File: config.mk
export PLATFORM = sky130hd
export DESIGN_NAME = pointer_gesture_recognizer
export DESIGN_NICKNAME = d
export VERILOG_FILES = /design/src/rtl/core/pgr_pkg.sv /design/src/rtl/core/pointer_gesture_recognizer.sv
export SDC_FILE = /design/constraint.sdc
export NUM_CORES = 1
export LEC_CHECK = 0
export ABC_AREA = 1
export BUFFER_PORTS_ARGS = -buffer_cell sky130_fd_sc_hd__buf_2
export CAP_MARGIN = 20
export CORE_MARGIN = 3
export CORE_UTILIZATION = 31
export DETAILED_ROUTE_END_ITERATION = 10
export HOLD_SLACK_MARGIN = 0.12
export PLACE_DENSITY = 0.57
export SYNTH_ARGS = -nofsm -noshare
export SYNTH_HDL_FRONTEND = slang
export SYNTH_SLANG_ARGS = --single-unit
export TNS_END_PERCENT = 50
File: constraint.sdc
create_clock -name clk -period 15.2 [get_ports clk]
set_input_delay 3.04 -clock clk [delete_from_list [all_inputs] [get_ports clk]]
set_output_delay 3.04 -clock clk [all_outputs]
set_load 0.1 [all_outputs]
File: src/rtl/core/pgr_pkg.sv
// ----------------------------------------------------------------------------
// pgr_pkg
// shared types and codes for the pointer gesture recogniser
// ----------------------------------------------------------------------------
`default_nettype none

package pgr_pkg;

    typedef enum logic [1:0] {
        FUNC_DOWN = 2'd0,
        FUNC_UP   = 2'd1,
        FUNC_MOVE = 2'd2,
        FUNC_TICK = 2'd3
    } func_t;

    typedef enum logic [2:0] {
        GEST_CLICK      = 3'd0,
        GEST_DRAG_START = 3'd1,
        GEST_DRAG       = 3'd2,
        GEST_DRAG_STOP  = 3'd3,
        GEST_HOLD       = 3'd4
    } gesture_t;

    localparam logic CFG_DRAG_THRESHOLD = 1'b0;
    localparam logic CFG_HOLD_TICKS     = 1'b1;

    localparam int unsigned THRESH_BITS = 8;
    localparam int unsigned TICK_BITS   = 16;
    localparam int unsigned CFG_BITS    = 16;

    localparam logic [THRESH_BITS-1:0] THRESH_RESET = 8'd10;
    localparam logic [TICK_BITS-1:0]   HOLD_RESET   = 16'd500;

endpackage

`default_nettype wire

File: src/rtl/core/pointer_gesture_recognizer.sv
// ----------------------------------------------------------------------------
// pointer_gesture_recognizer
// turns pointer down, up, move and tick requests into gesture events
// ----------------------------------------------------------------------------
//  channel   direction  tdata                          tuser
//  s_*       in         pos_x, pos_y                   func
//  m_*       out        event_x, event_y, origin x, y  gesture
//  cfg_*     in         index 0 drag_threshold, 1 hold_ticks (cfg_data)
//
//  one request per cycle sustained while no stalled result holds the input
//  register; a result reaches m_* via the input register, then the result register
//  reset clears the press, drag and hold state and loads register defaults
//  a stalled result holds the result register; the input register then
//  holds only if its request would produce a result
// ----------------------------------------------------------------------------
`default_nettype none

module pointer_gesture_recognizer
    import pgr_pkg::*;
#(
    parameter  int unsigned COORD_BITS = 16,
    localparam int unsigned IN_BYTES   = (2 * COORD_BITS + 7) / 8,
    localparam int unsigned OUT_BYTES  = (4 * COORD_BITS + 7) / 8
)
(
    input  wire logic                       clk,
    input  wire logic                       rst_n,

    input  wire logic                       s_tvalid,
    output logic                            s_tready,
    input  wire logic [IN_BYTES*8-1:0]      s_tdata,   // pos_x, pos_y
    input  wire logic [1:0]                 s_tuser,   // func

    output logic                            m_tvalid,
    input  wire logic                       m_tready,
    output logic [OUT_BYTES*8-1:0]          m_tdata,   // event_x, event_y, origin_x, origin_y
    output logic [2:0]                      m_tuser,   // gesture

    input  wire logic                       cfg_valid,
    output logic                            cfg_ready,
    input  wire logic                       cfg_index,
    input  wire logic [CFG_BITS-1:0]        cfg_data
);

    localparam int unsigned SQ_BITS   = 2 * COORD_BITS + 1;

    typedef logic signed [COORD_BITS-1:0] coord_t;

    // configuration
    logic [THRESH_BITS-1:0] thresh_reg;
    logic [TICK_BITS-1:0]   hold_ticks_reg;

    assign cfg_ready = 1'b1;

    always_ff @(posedge clk or negedge rst_n)
    begin
        if (!rst_n)
        begin
            thresh_reg     <= THRESH_RESET;
            hold_ticks_reg <= HOLD_RESET;
        end
        else if (cfg_valid)
        begin
            if (cfg_index == CFG_DRAG_THRESHOLD)
                thresh_reg <= cfg_data[THRESH_BITS-1:0];
            else
                hold_ticks_reg <= cfg_data[TICK_BITS-1:0];
        end
    end

    // input register
    logic   in_valid_reg;
    func_t  in_func_reg;
    coord_t in_x_reg;
    coord_t in_y_reg;
    logic   advance;

    assign s_tready = !in_valid_reg || advance;

    always_ff @(posedge clk or negedge rst_n)
    begin
        if (!rst_n)
            in_valid_reg <= 1'b0;
        else if (s_tready)
            in_valid_reg <= s_tvalid;
    end

    always_ff @(posedge clk)
    begin
        if (s_tready && s_tvalid)
        begin
            in_func_reg <= func_t'(s_tuser);
            in_x_reg    <= s_tdata[COORD_BITS-1:0];
            in_y_reg    <= s_tdata[2*COORD_BITS-1:COORD_BITS];
        end
    end

    // gesture state
    logic                 press_active_reg, press_active_next;
    logic                 drag_active_reg,  drag_active_next;
    logic                 hold_armed_reg,   hold_armed_next;
    logic [TICK_BITS-1:0] hold_count_reg,   hold_count_next;
    coord_t               press_x_reg,      press_x_next;
    coord_t               press_y_reg,      press_y_next;

    // distance test
    logic signed [COORD_BITS:0]   dx;
    logic signed [COORD_BITS:0]   dy;
    logic [COORD_BITS-1:0]        ax;
    logic [COORD_BITS-1:0]        ay;
    logic [2*COORD_BITS-1:0]      sq_x;
    logic [2*COORD_BITS-1:0]      sq_y;
    logic [SQ_BITS-1:0]           dist_sq;
    logic [2*THRESH_BITS-1:0]     thresh_sq;
    logic                         reach;
    logic [TICK_BITS-1:0]         count_inc;

    assign dx = {in_x_reg[COORD_BITS-1], in_x_reg} - {press_x_reg[COORD_BITS-1], press_x_reg};
    assign dy = {in_y_reg[COORD_BITS-1], in_y_reg} - {press_y_reg[COORD_BITS-1], press_y_reg};

    always_comb
    begin
        logic [COORD_BITS:0] nx;
        logic [COORD_BITS:0] ny;
        nx = -dx;
        ny = -dy;
        ax = dx[COORD_BITS] ? nx[COORD_BITS-1:0] : dx[COORD_BITS-1:0];
        ay = dy[COORD_BITS] ? ny[COORD_BITS-1:0] : dy[COORD_BITS-1:0];
    end

    assign sq_x      = ax * ax;
    assign sq_y      = ay * ay;
    assign dist_sq   = {1'b0, sq_x} + {1'b0, sq_y};
    assign thresh_sq = thresh_reg * thresh_reg;
    assign reach     = dist_sq >= SQ_BITS'(thresh_sq);
    assign count_inc = hold_count_reg + 1'b1;

    // per-request decision
    logic     has_result;
    gesture_t res_gesture;
    coord_t   res_x;
    coord_t   res_y;

    always_comb
    begin
        press_active_next = press_active_reg;
        drag_active_next  = drag_active_reg;
        hold_armed_next   = hold_armed_reg;
        hold_count_next   = hold_count_reg;
        press_x_next      = press_x_reg;
        press_y_next      = press_y_reg;
        has_result        = 1'b0;
        res_gesture       = GEST_CLICK;
        res_x             = in_x_reg;
        res_y             = in_y_reg;

        unique case (in_func_reg)
            FUNC_DOWN:
            begin
                press_x_next      = in_x_reg;
                press_y_next      = in_y_reg;
                press_active_next = 1'b1;
                drag_active_next  = 1'b0;
                hold_armed_next   = 1'b1;
                hold_count_next   = '0;
            end
            FUNC_UP:
            begin
                if (press_active_reg)
                begin
                    has_result        = 1'b1;
                    res_gesture       = drag_active_reg ? GEST_DRAG_STOP : GEST_CLICK;
                    press_active_next = 1'b0;
                    drag_active_next  = 1'b0;
                    hold_armed_next   = 1'b0;
                end
            end
            FUNC_MOVE:
            begin
                if (press_active_reg)
                begin
                    if (drag_active_reg)
                    begin
                        has_result  = 1'b1;
                        res_gesture = GEST_DRAG;
                    end
                    else if (reach)
                    begin
                        has_result       = 1'b1;
                        res_gesture      = GEST_DRAG_START;
                        drag_active_next = 1'b1;
                        hold_armed_next  = 1'b0;
                    end
                end
            end
            FUNC_TICK:
            begin
                if (hold_armed_reg)
                begin
                    hold_count_next = count_inc;
                    if (count_inc >= hold_ticks_reg || count_inc == '0)
                    begin
                        has_result      = 1'b1;
                        res_gesture     = GEST_HOLD;
                        res_x           = press_x_reg;
                        res_y           = press_y_reg;
                        hold_armed_next = 1'b0;
                    end
                end
            end
            default:
            begin
            end
        endcase
    end

    // result register
    logic     m_valid_reg;
    gesture_t m_gesture_reg;
    coord_t   m_event_x_reg;
    coord_t   m_event_y_reg;
    coord_t   m_origin_x_reg;
    coord_t   m_origin_y_reg;

    assign advance = in_valid_reg && (!has_result || !m_valid_reg || m_tready);

    always_ff @(posedge clk or negedge rst_n)
    begin
        if (!rst_n)
        begin
            press_active_reg <= 1'b0;
            drag_active_reg  <= 1'b0;
            hold_armed_reg   <= 1'b0;
            hold_count_reg   <= '0;
            press_x_reg      <= '0;
            press_y_reg      <= '0;
            m_valid_reg      <= 1'b0;
        end
        else
        begin
            if (advance)
            begin
                press_active_reg <= press_active_next;
                drag_active_reg  <= drag_active_next;
                hold_armed_reg   <= hold_armed_next;
                hold_count_reg   <= hold_count_next;
                press_x_reg      <= press_x_next;
                press_y_reg      <= press_y_next;
            end
            if (advance && has_result)
                m_valid_reg <= 1'b1;
            else if (m_tready)
                m_valid_reg <= 1'b0;
        end
    end

    always_ff @(posedge clk)
    begin
        if (advance && has_result)
        begin
            m_gesture_reg  <= res_gesture;
            m_event_x_reg  <= res_x;
            m_event_y_reg  <= res_y;
            m_origin_x_reg <= press_x_reg;
            m_origin_y_reg <= press_y_reg;
        end
    end

    assign m_tvalid = m_valid_reg;
    assign m_tuser  = m_gesture_reg;
    assign m_tdata  = (OUT_BYTES*8)'({m_origin_y_reg, m_origin_x_reg,
                                      m_event_y_reg, m_event_x_reg});

endmodule

`default_nettype wire
==> key figures <==
Clock tree
  • Num CTS Buffers: 17
  • CTS tree: built
  • Max clock buf depth: 2
  • CTS Sinks: 178
  • Htree depth: 4
  • Root Buffer: clkbuf_16
  • Worst-Skew Late Latency: 0.45 ns
  • Worst-path clk slew: approximately 0.080 ns

Critical path
  • Kind of critical path: reg2out
  • Worst reg2reg endpoint: m_event_x_reg[0]
  • Worst r2r src: in_x_reg[0]
  • R2r setup slk: around 3.0 ns
  • CP most frequent cell: fa_1
  • Slowest Stage Delay on Critical Path: 0.54 ns
  • Slowest library cell on the worst path: fa_1
  • Critical Path Sink: s_tready
  • Crit-path max FO: 8
  • Arrival @ worst endpoint: 11.42 ns
  • Critical Path RT: 12.16 ns
  • Reg2Reg Depth: 60
  • CP Capture Type: primary output
  • Critical Path Start Type: register
  • Crit path from: in_x_reg[0]

Finish
  • Area growth syn-to-layout: 10.9%
  • Most frequent cells in the layout: inv_1, nand2_1, fa_1
  • Final nets: approximately 4000
  • Fraction of layout cells with a size suffix above 1: between 10% and 20%
  • Most common cell after layout, fill and taps aside: inv_1
  • Register area: 4970 um^2
  • Post-Layout Cell Count: 4374
  • Area of the multi-input gates: 18400 um^2
  • Fill cell count: 8912
  • Final Cell Area: 29700 um^2

STA
  • Hold Vio Cnt, Final: 0
  • Tcrit/Tclk final: 95.1%
  • Headroom to the max-slew limit: 41.7%
  • RSZ-0062 raised after global routing: false
  • Hold_ws: 0.475 ns
  • Slew at the pin closest to its max-slew limit: around 0.87 ns
  • Final setup fails: 0
  • Final total negative setup slack: 0 ns
  • Final Skew: 0.0144 ns
  • Fmax: a little under 70 MHz
  • Min Tclk post-route: 14.46 ns
  • Pins Over Slew Limit: 0

Die
  • Core area: ~85000 um^2
  • Die area: 89800 um^2
  • Initial Util: 31.4%
  • FP Rows: 107
  • Die Height: roughly 300 um
  • I/O pin cnt: 126
  • Die width: 300 um

Placement
  • Post-Place Cells: 4317
  • DP HPWL: between 50000 and 60000 um
  • Area after DPL: 28800 um^2
  • Buffers on Ports: 124
  • GP Congestion: around 0.88

Global route
  • Met2 GRT Util: 25.2%
  • First-pass GRT wire length: 108000 um
  • Vias in the first global route: roughly 20000
  • Gr ovfl total: 0
  • GRT met1 Usage: 20.5%
  • GR Util All Layers: 15.0%
  • Largest net degree at the start of global routing: 68
  • GRT busiest layer: met2
  • GR met3 Demand/Resource: roughly 2.0%
  • Initial antenna violation count: 2

Yosys
  • EDFF count, synth: 101
  • Post-Syn Area: 26700 um^2
  • Cell taking the most area after synthesis: fa_1
  • Synthesized area per cell: 8.68 um^2
  • Mapped Cells: slightly above 3000
  • #FFs+latches synth: between 150 and 200
  • Synth cell types: 56
  • Syn. warnings: 0
  • Main synth FF type: edfxtp_1
  • Seq/Total Area, Yosys: 18.6%
  • Synth top area share: 30.9%
  • Post-synthesis async set-or-reset flop share: 43.3%
  • Top post-synthesis cells by area: fa_1, ha_1, inv_1
  • Syn_nets: 3844

Detailed routing
  • ANT nets after route: 0
  • Post-DR wirelength/cell: between 10 and 15 um
  • DRC: 0
  • Via count: 19500
  • WL final: 65000 um
  • DR iter-0 viols: between 1000 and 1500
  • First-pass DRT Iterations: 5
  • Routed vias/inst: approximately 4.5

Run
  • Maxcap violations: 0

Status
  • Status: complete, no violations

Hold path
  • Worst hold path class: reg2reg
[kinds of logic (layout without fill, tap and decap cells)]
group / after synthesis / in the layout / synth area share (%)
other: 1 / 3 / 0.0140
adder cells (fa/ha/maj): 706 / 706 / 44.6
buffers and inverters: 910 / 1055 / 13.1
AND/OR/NAND/NOR: 942 / 943 / 15.1
AO/OA/AOI/OAI: 258 / 258 / 5.68
XOR/XNOR: 87 / 87 / 2.85
flip-flops: 178 / 178 / 18.6
[synthesized netlist by cell type (all sizes together) (3+ instances only)]
master	count
nand3b	7
a21oi	96
nand4	44
a31oi	6
dfstp	8
xnor2	28
buf	34
nor3	17
xor2	59
o21ai	123
nand2	506
o21bai	6
edfxtp	101
nor2	272
or2	7
a21o	13
clkbuf	32
a21boi	3
ha	293
nor4	8
dfrtp	69
inv	838
nand3	73
fa	413
clkinv	6
[stage by stage]
stage               worst slack, ns  util, %
finish                        0.741     34.8
global route                 0.0308     34.8
CTS                           0.230     34.4
detailed placement            0.756     33.7
global placement              0.841     33.7
floorplan                      1.55        -
[worst max-delay path, delay by kind of cell, from the launching register on]
family | cells | cell delay, ns
AND/OR/NAND/NOR | 21 | 2.35
XOR/XNOR | 2 | 0.45
AO/OA/AOI/OAI | 11 | 1.65
flip-flops | 1 | 0.36
buffers and inverters | 10 | 0.89
adder cells (fa/ha/maj) | 12 | 5.24
[repair_timing]
| action | in CTS | in global routing |
|---|---|---|
| resized for setup | 0 | 39 |
| hold endpoints to repair | 0 | 0 |
| endpoints found under the setup margin | 0 | 1 |
| hold buffers | 0 | 0 |
| setup buffers | 0 | 22 |
[final cells by class]
type,instances,area share [%]
multi-input combinational,1995,62.1
sequential,178,16.8
inverter,844,10.7
tap,1144,4.83
timing repair buffer,179,3.67
clock buffer,18,1.45
clock inverter,14,0.481
antenna,2,0.0169
[routing by layer]
metal | part of all wire [%] | wire length, um
met1 | 46 | 30000
met2 | 47 | 30600
met3 | 4.5 | 2930
met4 | 2.2 | 1420
met5 | 0 | 0
[how the worst min path moves through the flow]
stage,start,endpoint,slack (ns),cells past startpoint
after detailed placement,hold_armed_reg,hold_armed_reg,0.46,2
after global placement,hold_count_reg[13],hold_count_reg[13],0.47,2
after floorplan,hold_armed_reg,hold_armed_reg,0.44,2
after global routing,hold_armed_reg,hold_armed_reg,0.50,2
after CTS,hold_armed_reg,hold_armed_reg,0.48,2
final,hold_armed_reg,hold_armed_reg,0.48,2
Power is left out: the tool's default activity adds up to more than one toggle a clock period on the data nets, which glitch-free logic cannot reach.
